===== src/ltm_pkg.sv =====
// ----------------------------------------------------------------------------
// ltm_pkg
// shared types and constants of the edit distance threshold match unit
// ----------------------------------------------------------------------------
package ltm_pkg;

  localparam int LEN_W  = 6;
  localparam int CHAR_W = 8;
  localparam int PCT_W  = 7;
  localparam int PROD_W = PCT_W + LEN_W;

  localparam logic [PCT_W-1:0]  PERCENT_FULL = 7'd100;
  // floor(x / 100) == (x * RECIP_MUL) >> RECIP_SHIFT for every x below 2**PROD_W
  localparam logic [PROD_W-1:0] RECIP_MUL    = 13'd5243;
  localparam int                RECIP_SHIFT  = 19;

  typedef enum logic [1:0] {
    REQ_PATTERN = 2'd0,
    REQ_TEXT    = 2'd1,
    REQ_END     = 2'd2
  } req_t;

  typedef enum logic [1:0] {
    ST_IDLE,
    ST_SWEEP,
    ST_SCORE,
    ST_EMIT
  } state_t;

  localparam logic CFG_ERROR_PERCENT = 1'b0;

  typedef struct packed {
    logic [LEN_W-1:0]  rd_addr;
    logic [LEN_W-1:0]  wr_addr;
    logic              pat_we;
    logic              row_we;
    logic [CHAR_W-1:0] pat_wdata;
    logic [LEN_W-1:0]  row_wdata;
  } mem_req_t;

  typedef struct packed {
    logic             matched;
    logic [LEN_W-1:0] margin;
    logic [LEN_W-1:0] distance;
  } score_t;

endpackage


===== src/ltm_in_if.sv =====
// ----------------------------------------------------------------------------
// ltm_in_if
// request channel: pattern byte, text byte or end of pair
// ----------------------------------------------------------------------------
interface ltm_in_if;
  logic       valid;
  logic       ready;
  logic [1:0] req_type;
  logic [7:0] char_code;

  modport source (output valid, output req_type, output char_code, input ready);
  modport sink (input valid, input req_type, input char_code, output ready);
endinterface


===== src/ltm_out_if.sv =====
// ----------------------------------------------------------------------------
// ltm_out_if
// result channel: match flag, margin, distance and overflow flag
// ----------------------------------------------------------------------------
interface ltm_out_if;
  logic       valid;
  logic       ready;
  logic       matched;
  logic [5:0] margin;
  logic [5:0] distance;
  logic       overflow;

  modport source (output valid, output matched, output margin, output distance,
                  output overflow, input ready);
  modport sink (input valid, input matched, input margin, input distance,
                input overflow, output ready);
endinterface


===== src/ltm_cfg.sv =====
// ----------------------------------------------------------------------------
// ltm_cfg
// apb register block holding the error percentage
// ----------------------------------------------------------------------------
module ltm_cfg (
  input  logic        clk,
  input  logic        rst,
  input  logic        psel,
  input  logic        penable,
  input  logic        pwrite,
  input  logic [2:0]  paddr,
  input  logic [31:0] pwdata,
  output logic [31:0] prdata,
  output logic        pready,
  output logic [6:0]  error_percent
);

  logic wr_en;

  assign pready = 1'b1;
  assign wr_en  = psel && penable && pwrite && pready && (paddr[2] == ltm_pkg::CFG_ERROR_PERCENT);

  always_ff @(posedge clk) begin
    if (rst) begin
      error_percent <= '0;
    end else if (wr_en) begin
      error_percent <= pwdata[ltm_pkg::PCT_W-1:0];
    end
  end

  always_comb begin
    prdata = '0;
    if (paddr[2] == ltm_pkg::CFG_ERROR_PERCENT) begin
      prdata = {25'd0, error_percent};
    end
  end

endmodule


===== src/ltm_mem.sv =====
// ----------------------------------------------------------------------------
// ltm_mem
// pattern byte store and distance row store, registered reads
// ----------------------------------------------------------------------------
module ltm_mem #(
  parameter int MAX_LEN = 32
) (
  input  logic                 clk,
  input  ltm_pkg::mem_req_t    req,
  output logic [7:0]           pat_rdata,
  output logic [5:0]           row_rdata
);

  localparam int AW = (MAX_LEN > 1) ? $clog2(MAX_LEN) : 1;

  // row entry k+1 lives at address k, entry 0 equals the text length
  logic [ltm_pkg::CHAR_W-1:0] pat_mem [MAX_LEN];
  logic [ltm_pkg::LEN_W-1:0]  row_mem [MAX_LEN];

  always_ff @(posedge clk) begin
    if (req.pat_we) begin
      pat_mem[req.wr_addr[AW-1:0]] <= req.pat_wdata;
    end
    pat_rdata <= pat_mem[req.rd_addr[AW-1:0]];
  end

  always_ff @(posedge clk) begin
    if (req.row_we) begin
      row_mem[req.wr_addr[AW-1:0]] <= req.row_wdata;
    end
    row_rdata <= row_mem[req.rd_addr[AW-1:0]];
  end

endmodule


===== src/ltm_score.sv =====
// ----------------------------------------------------------------------------
// ltm_score
// allowance from percent and longer length, then match flag and margin
// ----------------------------------------------------------------------------
module ltm_score (
  input  logic           clk,
  input  logic           load,
  input  logic [6:0]     error_percent,
  input  logic [5:0]     pattern_len,
  input  logic [5:0]     text_len,
  input  logic [5:0]     dist_in,
  output ltm_pkg::score_t score
);

  localparam int QW = 2 * ltm_pkg::PROD_W;

  logic [ltm_pkg::PCT_W-1:0]  pct;
  logic [ltm_pkg::LEN_W-1:0]  longer;
  logic [ltm_pkg::PROD_W-1:0] prod;
  logic [ltm_pkg::LEN_W-1:0]  dist_q;
  logic [QW-1:0]              quot_full;
  logic [ltm_pkg::LEN_W-1:0]  allow;

  assign pct    = (error_percent > ltm_pkg::PERCENT_FULL) ? ltm_pkg::PERCENT_FULL : error_percent;
  assign longer = (pattern_len > text_len) ? pattern_len : text_len;

  always_ff @(posedge clk) begin
    if (load) begin
      prod   <= {{ltm_pkg::LEN_W{1'b0}}, pct} * {{ltm_pkg::PCT_W{1'b0}}, longer};
      dist_q <= dist_in;
    end
  end

  // divide by 100 through a reciprocal multiply
  assign quot_full = {{ltm_pkg::PROD_W{1'b0}}, prod} *
                     {{ltm_pkg::PROD_W{1'b0}}, ltm_pkg::RECIP_MUL};
  assign allow     = quot_full[ltm_pkg::RECIP_SHIFT+ltm_pkg::LEN_W-1:ltm_pkg::RECIP_SHIFT];

  always_comb begin
    score.distance = dist_q;
    score.matched  = (dist_q <= allow);
    score.margin   = score.matched ? (allow - dist_q) : '0;
  end

endmodule


===== src/levenshtein_threshold_match_unit.sv =====
// ----------------------------------------------------------------------------
// levenshtein_threshold_match_unit
// edit distance between a stored pattern and a text, tested against a
// percentage of the longer length
// ----------------------------------------------------------------------------
// pattern byte: taken in ST_IDLE. text byte: taken in ST_IDLE, then ST_SWEEP updates
// pattern_len cells (at most MAX_LEN), one read-modify-write of the distance row memory per cycle
// end of pair: ST_SCORE, then ST_EMIT registers the result once the output is free
// reset is synchronous: clears lengths, overflow flag, result valid and the
// error percent register; the memories are not cleared and need no clearing pass
// ----------------------------------------------------------------------------
module levenshtein_threshold_match_unit #(
  parameter int MAX_LEN = 32
) (
  input  logic        clk,
  input  logic        rst,
  ltm_in_if.sink      in_ch,
  ltm_out_if.source   out_ch,
  input  logic        psel,
  input  logic        penable,
  input  logic        pwrite,
  input  logic [2:0]  paddr,
  input  logic [31:0] pwdata,
  output logic [31:0] prdata,
  output logic        pready
);

  localparam int LW = ltm_pkg::LEN_W;
  localparam logic [LW-1:0] MAX_L = LW'(MAX_LEN);

  ltm_pkg::state_t   state;
  ltm_pkg::state_t   state_next;
  ltm_pkg::mem_req_t mem_req;
  ltm_pkg::score_t   score;

  logic [6:0]      error_percent;
  logic [LW-1:0]   pattern_len;
  logic [LW-1:0]   text_len;
  logic            overflow_seen;
  logic [7:0]      cur_char;
  logic [LW-1:0]   left;
  logic [LW-1:0]   diag;
  logic [LW-1:0]   idx;
  logic [7:0]      pat_rdata;
  logic [LW-1:0]   row_rdata;
  logic [LW-1:0]   min_ld;
  logic [LW-1:0]   min_all;
  logic [LW-1:0]   fresh;
  logic [LW-1:0]   dist_sel;
  logic            in_fire;
  logic            score_load;
  logic            emit;
  logic            out_valid;
  logic            sweep_last;
  logic            is_pattern;
  logic            is_text;
  logic            is_end;

  ltm_cfg u_cfg (
    .clk           (clk),
    .rst           (rst),
    .psel          (psel),
    .penable       (penable),
    .pwrite        (pwrite),
    .paddr         (paddr),
    .pwdata        (pwdata),
    .prdata        (prdata),
    .pready        (pready),
    .error_percent (error_percent)
  );

  ltm_mem #(.MAX_LEN(MAX_LEN)) u_mem (
    .clk       (clk),
    .req       (mem_req),
    .pat_rdata (pat_rdata),
    .row_rdata (row_rdata)
  );

  ltm_score u_score (
    .clk           (clk),
    .load          (score_load),
    .error_percent (error_percent),
    .pattern_len   (pattern_len),
    .text_len      (text_len),
    .dist_in       (dist_sel),
    .score         (score)
  );

  assign in_fire    = in_ch.valid && in_ch.ready;
  assign is_pattern = (in_ch.req_type == ltm_pkg::REQ_PATTERN);
  assign is_text    = (in_ch.req_type == ltm_pkg::REQ_TEXT);
  assign is_end     = (in_ch.req_type == ltm_pkg::REQ_END);
  assign sweep_last = (idx == pattern_len - LW'(1));

  // one cell of the row update
  assign min_ld  = (left < diag) ? left : diag;
  assign min_all = (min_ld < row_rdata) ? min_ld : row_rdata;
  assign fresh   = (pat_rdata == cur_char) ? diag : (min_all + LW'(1));

  assign dist_sel = (pattern_len == '0) ? text_len : row_rdata;

  always_comb begin
    state_next = state;
    unique case (state)
      ltm_pkg::ST_IDLE: begin
        if (in_fire && is_text && (text_len < MAX_L) && (pattern_len != '0)) begin
          state_next = ltm_pkg::ST_SWEEP;
        end else if (in_fire && is_end) begin
          state_next = ltm_pkg::ST_SCORE;
        end
      end
      ltm_pkg::ST_SWEEP: begin
        if (sweep_last) begin
          state_next = ltm_pkg::ST_IDLE;
        end
      end
      ltm_pkg::ST_SCORE: state_next = ltm_pkg::ST_EMIT;
      ltm_pkg::ST_EMIT: begin
        if (emit) begin
          state_next = ltm_pkg::ST_IDLE;
        end
      end
      default: state_next = ltm_pkg::ST_IDLE;
    endcase
  end

  always_comb begin
    in_ch.ready = 1'b0;
    mem_req     = '0;
    score_load  = 1'b0;
    emit        = 1'b0;
    unique case (state)
      ltm_pkg::ST_IDLE: begin
        in_ch.ready = 1'b1;
        if (in_fire && is_pattern && (text_len == '0) && (pattern_len < MAX_L)) begin
          mem_req.pat_we    = 1'b1;
          mem_req.row_we    = 1'b1;
          mem_req.wr_addr   = pattern_len;
          mem_req.pat_wdata = in_ch.char_code;
          mem_req.row_wdata = pattern_len + LW'(1);
        end else if (in_fire && is_end) begin
          mem_req.rd_addr = pattern_len - LW'(1);
        end
      end
      ltm_pkg::ST_SWEEP: begin
        mem_req.row_we    = 1'b1;
        mem_req.wr_addr   = idx;
        mem_req.row_wdata = fresh;
        mem_req.rd_addr   = idx + LW'(1);
      end
      ltm_pkg::ST_SCORE: score_load = 1'b1;
      ltm_pkg::ST_EMIT: emit = !out_valid || out_ch.ready;
      default: begin
        in_ch.ready = 1'b0;
      end
    endcase
  end

  always_ff @(posedge clk) begin
    if (rst) begin
      state         <= ltm_pkg::ST_IDLE;
      pattern_len   <= '0;
      text_len      <= '0;
      overflow_seen <= 1'b0;
      out_valid     <= 1'b0;
    end else begin
      state <= state_next;
      if (out_valid && out_ch.ready && !emit) begin
        out_valid <= 1'b0;
      end
      if (in_fire && is_pattern && (text_len == '0)) begin
        if (pattern_len >= MAX_L) begin
          overflow_seen <= 1'b1;
        end else begin
          pattern_len <= pattern_len + LW'(1);
        end
      end
      if (in_fire && is_text) begin
        if (text_len >= MAX_L) begin
          overflow_seen <= 1'b1;
        end else begin
          text_len <= text_len + LW'(1);
        end
      end
      if (emit) begin
        out_valid     <= 1'b1;
        pattern_len   <= '0;
        text_len      <= '0;
        overflow_seen <= 1'b0;
      end
    end
  end

  always_ff @(posedge clk) begin
    if (in_fire && is_text) begin
      cur_char <= in_ch.char_code;
      left     <= text_len + LW'(1);
      diag     <= text_len;
      idx      <= '0;
    end else if (state == ltm_pkg::ST_SWEEP) begin
      left <= fresh;
      diag <= row_rdata;
      idx  <= idx + LW'(1);
    end
  end

  always_ff @(posedge clk) begin
    if (emit) begin
      out_ch.matched  <= score.matched;
      out_ch.margin   <= score.margin;
      out_ch.distance <= score.distance;
      out_ch.overflow <= overflow_seen;
    end
  end

  assign out_ch.valid = out_valid;

  a_len_bound: assert property (@(posedge clk) disable iff (rst)
    (pattern_len <= MAX_L) && (text_len <= MAX_L))
    else $error("string length beyond MAX_LEN");

  a_sweep_in_pattern: assert property (@(posedge clk) disable iff (rst)
    (state == ltm_pkg::ST_SWEEP) |-> (idx < pattern_len))
    else $error("row sweep past pattern length");

  a_text_starts_sweep: assert property (@(posedge clk) disable iff (rst)
    (in_fire && is_text && (text_len < MAX_L) && (pattern_len != '0))
      |=> (state == ltm_pkg::ST_SWEEP))
    else $error("text transfer did not start a row sweep");

  a_end_reaches_emit: assert property (@(posedge clk) disable iff (rst)
    (in_fire && is_end) |=> ##1 (state == ltm_pkg::ST_EMIT))
    else $error("end transfer did not reach result stage");

  a_no_pattern_write_in_text: assert property (@(posedge clk) disable iff (rst)
    mem_req.pat_we |-> (text_len == '0))
    else $error("pattern store written after text began");

endmodule

===== src/flat_wrapper.sv =====
// flat-port wrapper written by rule: the top's interface ports become plain ports
module levenshtein_threshold_match_unit_flat 
#(
  parameter int MAX_LEN = 32
)
  (clk, rst, psel, penable, pwrite, paddr, pwdata, prdata, pready, in_ch_valid, in_ch_req_type, in_ch_char_code, in_ch_ready, out_ch_valid, out_ch_matched, out_ch_margin, out_ch_distance, out_ch_overflow, out_ch_ready);
  ltm_in_if in_ch_i ();
  ltm_out_if out_ch_i ();
  input  logic clk;
  input  logic rst;
  input  logic psel;
  input  logic penable;
  input  logic pwrite;
  input  logic [2:0] paddr;
  input  logic [31:0] pwdata;
  output logic [31:0] prdata;
  output logic pready;
  input wire logic [$bits(in_ch_i.valid)-1:0] in_ch_valid;
  input wire logic [$bits(in_ch_i.req_type)-1:0] in_ch_req_type;
  input wire logic [$bits(in_ch_i.char_code)-1:0] in_ch_char_code;
  output wire logic [$bits(in_ch_i.ready)-1:0] in_ch_ready;
  output wire logic [$bits(out_ch_i.valid)-1:0] out_ch_valid;
  output wire logic [$bits(out_ch_i.matched)-1:0] out_ch_matched;
  output wire logic [$bits(out_ch_i.margin)-1:0] out_ch_margin;
  output wire logic [$bits(out_ch_i.distance)-1:0] out_ch_distance;
  output wire logic [$bits(out_ch_i.overflow)-1:0] out_ch_overflow;
  input wire logic [$bits(out_ch_i.ready)-1:0] out_ch_ready;
  assign in_ch_i.valid = in_ch_valid;
  assign in_ch_i.req_type = in_ch_req_type;
  assign in_ch_i.char_code = in_ch_char_code;
  assign in_ch_ready = in_ch_i.ready;
  assign out_ch_valid = out_ch_i.valid;
  assign out_ch_matched = out_ch_i.matched;
  assign out_ch_margin = out_ch_i.margin;
  assign out_ch_distance = out_ch_i.distance;
  assign out_ch_overflow = out_ch_i.overflow;
  assign out_ch_i.ready = out_ch_ready;
  levenshtein_threshold_match_unit #(.MAX_LEN(MAX_LEN)) u_core (.clk(clk), .rst(rst), .in_ch(in_ch_i), .out_ch(out_ch_i), .psel(psel), .penable(penable), .pwrite(pwrite), .paddr(paddr), .pwdata(pwdata), .prdata(prdata), .pready(pready));
endmodule

===== config.mk =====
export PLATFORM = sky130hd
export DESIGN_NAME = levenshtein_threshold_match_unit_flat
export DESIGN_NICKNAME = d
export VERILOG_FILES = /design/src/ltm_pkg.sv /design/src/ltm_in_if.sv /design/src/ltm_out_if.sv /design/src/ltm_cfg.sv /design/src/ltm_mem.sv /design/src/ltm_score.sv /design/src/levenshtein_threshold_match_unit.sv /design/src/flat_wrapper.sv
export SDC_FILE = /design/constraint.sdc
export NUM_CORES = 1
export LEC_CHECK = 0
export ABC_CLOCK_PERIOD_IN_PS = 13200
export BUFFER_PORTS_ARGS = -buffer_cell sky130_fd_sc_hd__clkbuf_2
export CAP_MARGIN = 25
export CORE_MARGIN = 2
export CORE_UTILIZATION = 40
export CTS_CLUSTER_DIAMETER = 200
export DETAILED_ROUTE_END_ITERATION = 12
export PLACE_DENSITY = 0.62
export SYNTH_ARGS = -nofsm -noshare
export SYNTH_HDL_FRONTEND = slang
export SYNTH_SLANG_ARGS = --single-unit

===== constraint.sdc =====
create_clock -name clk -period 13.2 [get_ports clk]
set_clock_uncertainty 0.1 [all_clocks]
set_input_delay 1.98 -clock clk [delete_from_list [all_inputs] [get_ports clk]]
set_output_delay 1.98 -clock clk [all_outputs]
set_load 0.03 [all_outputs]

; ---- After elaboration in Yosys (flattened, before gate mapping)
; Memories as Yosys holds them, arrays and structs flattened. A register that Yosys moved wholly into a read port is not among the register bits.
; Index checks and enable logic that the tools add are counted.
[classes]
addsub = 6
reduce_logical = 27
n_mul = 2
order_cmp = 9
n_eq_ne = 10
div_mod_pow = 0
muxes = 37
bitwise = 3
n_shift = 0
[ops]
columns = cell, n
row1 = $mux 6, 9
row2 = $mul 13x13->25 const B, 1
row3 = $add 6x1->6 const B, 4
row4 = $mux 22, 1
row5 = $pmux 11 s2, 1
row6 = $mux 1, 14
row7 = $mux 7, 2
row8 = $logic_and 1x1->1, 13
row9 = $mul 7x6->13, 1
row10 = $ge 6x6->1 const B, 2
row11 = $logic_not 6->1, 2
row12 = $lt 6x6->1, 2
row13 = $lt 6x6->1 const B, 2
row14 = $pmux 6 s2, 1
row15 = $mux 5, 2
row16 = $eq 8x8->1, 1
row17 = $mux 2, 4
row18 = $mux 8, 1
row19 = $pmux 2 s4, 1
row20 = $gt 7x7->1 const B, 1
row21 = $eq 2x2->1 const B, 3
row22 = $eq 6x6->1, 1
row23 = $gt 6x6->1, 1
row24 = $le 6x6->1, 1
row25 = 15 further kinds, 23
[totals]
latch_bits = 0
word_cells = 112
reg_bits = 82
mem_bits_ro = 0
mem_bits_rw = 448
input_bits = 52
out_inout_bits = 49
n_memories = 2
[mem_list]
columns = memory, words, width, read_ports, rd_clocked_by_memory_dff, write_ports, line_no
row1 = u_core.u_mem.pat_mem, 32, 8, 1, 1, 1, ltm_mem.sv:17  ; logic [ltm_pkg::CHAR_W-1:0] pat_mem [MAX_LEN];
row2 = u_core.u_mem.row_mem, 32, 6, 1, 1, 1, ltm_mem.sv:18  ; logic [ltm_pkg::LEN_W-1:0] row_mem [MAX_LEN];

; ---- Depth between registers and ports, before layout
[depth]
ltp_word = 10
depth_mapped = 27
mapped_depth_nobuf = 27

; ---- Cells and area by module
; Synthesis repeated with hierarchy kept, for this count alone.
[hier_totals]
cells_unflattened = 2078
hier_area_um2 = 27772.9
[modules_own_cells]
columns = module, seq_area_each_um2, n_inst, area_each_um2, cells_each
row1 = ltm_mem, 13733.2, 1, 18184.9, 1051
row2 = ltm_score, 570.5, 1, 5396.4, 566
row3 = levenshtein_threshold_match_unit, 1461.4, 1, 3604.7, 395
row4 = ltm_cfg, 140.1, 1, 586.8, 66

; ---- Worst setup path after synthesis
; OpenSTA, ideal clock, no wires.
[synth_path]
path_kind = flip-flop to flip-flop
startpoint = register u_core.u_score.prod[9] (netlist name)
endpoint = register u_core.out_ch.margin[2], data pin
arrival_ns = 5.774
required_time_ns = 12.830
period_less_slack_ns = 6.144
stages_incl_launch_ff = 24
setup_ns = 0.270
slack_ns = 7.056
path_buffers = 0
path_cell_list = edfxtp_1 > ha_1 > fa_1 > fa_1 > fa_1 > inv_1 > fa_1 > inv_1 > ha_1 > a211o_1 > a221o_1 > nand2_1 > nand2_1 > a21oi_1 > xor2_1 > ha_1 > inv_1 > fa_1 > a21o_1 > a21oi_1 > nand2_1 > a21o_1 > a21oi_1 > nor2_1
[synth_between]
elab_chain_len = 2
word_cells_on_any_way = 3
cone_classes = add/sub: 1 / mul: 1 / order compare: 1
[synth_rtl]
columns = element, line_no
row1 = from (decl), ltm_score.sv:19  ; logic [ltm_pkg::PROD_W-1:0] prod;
row2 = from (signal assigned), ltm_score.sv:29  ; prod <= {{ltm_pkg::LEN_W{1'b0}}, pct} * {{ltm_pkg::PCT_W{1'b0}}, longer};
row3 = $mul 13x13->25 *, ltm_score.sv:35  ; assign quot_full = {{ltm_pkg::PROD_W{1'b0}}, prod} *
row4 = $sub 6x6->6 / $le 6x6->1 (equally long branches), "ltm_score.sv:42, ltm_score.sv:41"
row5 = to (decl), ltm_out_if.sv:13  ; modport source (output valid, output matched, output margin, output distance,
; Mark *: on every way between the ends. The rest lies on a longest branch, timed or not.
; A chain may end at the register's enable or synchronous reset.

; ---- Final worst setup path
[layout_path]
startpoint = register u_core.u_score.prod[4] (netlist name)
endpoint = register u_core.out_ch.margin[1], data pin
; The elaborated chain is that of the path after synthesis.

==> impl_metrics.env <==
export IMPL_design_area_mm2=0.0306
export IMPL_die_area_mm2=0.0710
export IMPL_cts_setup_buffers=0
export IMPL_startpoint_type="register"
export IMPL_finalSetupViolCount=0
export IMPL_cts_max_path_buffers=3
export IMPL_drcViolationCount=0
export IMPL_rsz0062_at_grt="no"
export IMPL_arrival_ns=6.99
export IMPL_place_area_mm2=0.0287
export IMPL_critPathSlowestCell="fa_1"
export IMPL_ys_seq_area_frac=0.577
export IMPL_antenna_cells=0
export IMPL_yosys_area_share_simple=0.151
export IMPL_syn2layout_area_growth_pct=10.9
export IMPL_grt_util_all_layers=0.182
export IMPL_p_leak_nw=11.8
export IMPL_max_slew_margin_rel=0.328
export IMPL_cts_tree="yes"
export IMPL_drv_cap=0
export IMPL_hold_viol=0
export IMPL_crit_type="reg -> reg"
export IMPL_fp_row_count=96
export IMPL_ios=101
export IMPL_coreArea_mm2=0.0683
export IMPL_grt_pass1_vias=17700
export IMPL_synth_compound_area_frac=0.0736
export IMPL_cts_root_buf="clkbuf_16"
export IMPL_whs_ns=0.368
export IMPL_io_buffers=47
export IMPL_dieWidth_um=266
export IMPL_grt_antenna_before_repair=0
export IMPL_synthMuxAreaShare=0.00981
export IMPL_hold_buffers=0
export IMPL_drt_iter0_drc=1615
export IMPL_use_met2=0.309
export IMPL_synth_avg_cell_area_um2=11.4
export IMPL_grt_pass1_wl_um=101000
export IMPL_start_util=0.403
export IMPL_synth_top_family_by_area="simple AND/OR/NAND/NOR gates"
export IMPL_clk_insertion_delay_late_ns=0.64
export IMPL_synth_area_mm2=0.0276
export IMPL_h_tree_depth=2
export IMPL_use_met3=0.0283
export IMPL_numCtsBuffers=55
export IMPL_ys_flop_type="edfxtp_1"
export IMPL_period_share=0.512
export IMPL_crit_required_ns=13.44
export IMPL_fin_crit_ns=6.75
export IMPL_viasPerCell=5.32
export IMPL_grt_use_met1=0.246
export IMPL_place_gp_congestion=0.862
export IMPL_wl_per_cell_um=19.1
export IMPL_overflow=0
export IMPL_finalSetupTns_ns=0
export IMPL_mostFrequentLayoutCell="nand2_1"
export IMPL_cts_resized=0
export IMPL_dieHeight_um=266
export IMPL_drv_slew=0
export IMPL_synthCells=2418
export IMPL_fill_cells=6142
export IMPL_grt_max_degree=78
export IMPL_hold_class="reg -> reg"
export IMPL_ant_nets=0
export IMPL_clk_transition_reported_paths_ns=0.06
export IMPL_total_power_w=0.00784
export IMPL_ys_types=63
export IMPL_max_vdd_ir_drop_mv=0.409
export IMPL_max_stage_delay_ns=0.55
export IMPL_endpoint_kind="register"
export IMPL_hpwl_um=42300
export IMPL_top_usage_layer="met2"
export IMPL_drive_gt1_frac=0.0813
export IMPL_max_freq_mhz=148
export IMPL_mostFrequentLayoutCells="nand2_1 (520), edfxtp_1 (501), inv_1 (171)"
export IMPL_vias=17900
export IMPL_async_flop_share=0
export IMPL_synth_edff_count=501
export IMPL_dr_pass1_iters=7
export IMPL_cp_max_fo=7
export IMPL_cts_sinks=544
export IMPL_synthXorXnorAreaFrac=0.0194
export IMPL_synth_adder_area_share=0.120
export IMPL_fin_nets=2708
export IMPL_outcome="complete, no violations"
export IMPL_cellPowerDensity_mw_per_mm2=257
export IMPL_ys_seq_elements=544
export IMPL_synth_yosys_warnings=0
export IMPL_max_slew_worst_pin_slew_ns=1.01
export IMPL_routed_wirelength_um=64200
cell families (layout without fill, tap and decap cells):
group	Yosys count	in the layout
AOI/OAI and AO/OA	300	300
and+or+nand+nor	952	952
muxes	26	26
adders and majority gates	218	218
other	2	26
buffers and inverters	315	358
DFF	544	544
xor gates and xnor gates	61	61
cell usage after synthesis, drive strengths merged (2+ instances only):
cell    number  area, µm²
nand2      520       1950
edfxtp     501      15000
inv        171        642
ha         140       1750
nor2       140        526
nand3      131        656
fa          78       1560
buf         74        425
clkbuf      70        263
a21oi       60        300
a31oi       60        375
and3        60        375
dfxtp       43        861
o21ai       35        179
xnor2       34        298
a211oi      29        218
a311oi      28        245
xor2        27        236
o21a        22        165
nor2b       21        131
mux2i       18        180
a221oi      15        131
nand2b      15       93.8
and2        14       87.6
a21o        11       82.6
nor3        11       55.1
nand4       10       62.6
or2          9       56.3
mux2         8       90.1
o22ai        8       56.3
or3          7       43.8
a22oi        6       50.1
nor4         6       52.6
o31ai        4       30.0
nor3b        3       33.8
o21bai       3       22.5
o22a         3       26.3
a211o        2       17.5
a22o         2       17.5
a31o         2       17.5
and4         2       17.5
conb         2       7.51
o211ai       2       15.0
metal layers:
layer / up-vias / wire, µm
li1: 8474 / -
met1: 8816 / 27500
met2: 567 / 31300
met3: 72 / 4400
met4: 0 / 1050
met5: - / 0
flip-flops by register name, indices dropped and copies added, names as in the netlist:
register                    count
u_core.diag                     6
u_core.text_len                 6
u_core.left                     6
u_core.idx                      6
u_core.u_mem.row_rdata          6
u_core.out_ch.overflow          1
u_core.out_ch.margin            6
u_core.state                    2
u_core.u_cfg.error_percent      7
u_core.out_ch.matched           1
u_core.u_mem.pat_rdata          8
u_core.u_score.prod            13
u_core.out_ch.distance          6
u_core.u_mem.row_mem          192
u_core.u_score.dist_q           6
u_core.cur_char                 8
u_core.out_ch.valid             1
u_core.pattern_len              6
u_core.u_mem.pat_mem          256
u_core.overflow_seen            1
path summary, 6_finish.rpt:
path,startpoint,slack [ns],to,cells past startpoint
max reg2reg,u_core.u_score.prod[4]$_DFFE_PP_,6.45,u_core.out_ch.margin[1]$_SDFFCE_PN0P_,25
min,u_core.u_score.dist_q[2]$_DFFE_PP_,0.37,u_core.out_ch.distance[2]$_DFFE_PP_,0
max,u_core.u_score.prod[4]$_DFFE_PP_,6.45,u_core.out_ch.margin[1]$_SDFFCE_PN0P_,25
min reg2reg,u_core.u_score.dist_q[2]$_DFFE_PP_,0.37,u_core.out_ch.distance[2]$_DFFE_PP_,0
cell type report:
type / instances / area (µm²) / area share
clock buffers: 70 / 1450 / 0.0475
well taps: 882 / 1100 / 0.0361
multi-input cells: 1583 / 10500 / 0.343
inverters: 171 / 642 / 0.0210
flip-flops and latches: 544 / 15900 / 0.520
repair buffers: 83 / 573 / 0.0188
clock inverters: 34 / 393 / 0.0129
metrics by stage:
| stage | worst slack, ns | instances | util |
|---|---|---|---|
| finish | 6.45 | 3367 | 0.447 |
| global route | 5.96 | 3367 | 0.447 |
| floorplan | 7.06 | 2442 | - |
| CTS | 6.33 | 3367 | 0.447 |
| detailed placement | 6.37 | 3263 | 0.420 |
| global placement | 6.46 | 3258 | 0.419 |
critical path, delay by kind of cell, from the launching register on:
| kind | cells | cell delay [ns] |
|---|---|---|
| AOI/OAI and AO/OA | 6 | 1.53 |
| xor gates and xnor gates | 1 | 0.22 |
| adders and majority gates | 8 | 3.20 |
| buffers and inverters | 5 | 0.35 |
| DFF | 1 | 0.50 |
| and+or+nand+nor | 5 | 0.59 |
power breakdown:
group          internal (W)  switching (W)  leakage (nW)
clock              0.000907       0.000670         0.905
combinational       0.00159        0.00243          5.85
sequential          0.00215      0.0000943          5.00
total               0.00465        0.00320          11.8
(Power assumes the default switching activity.)
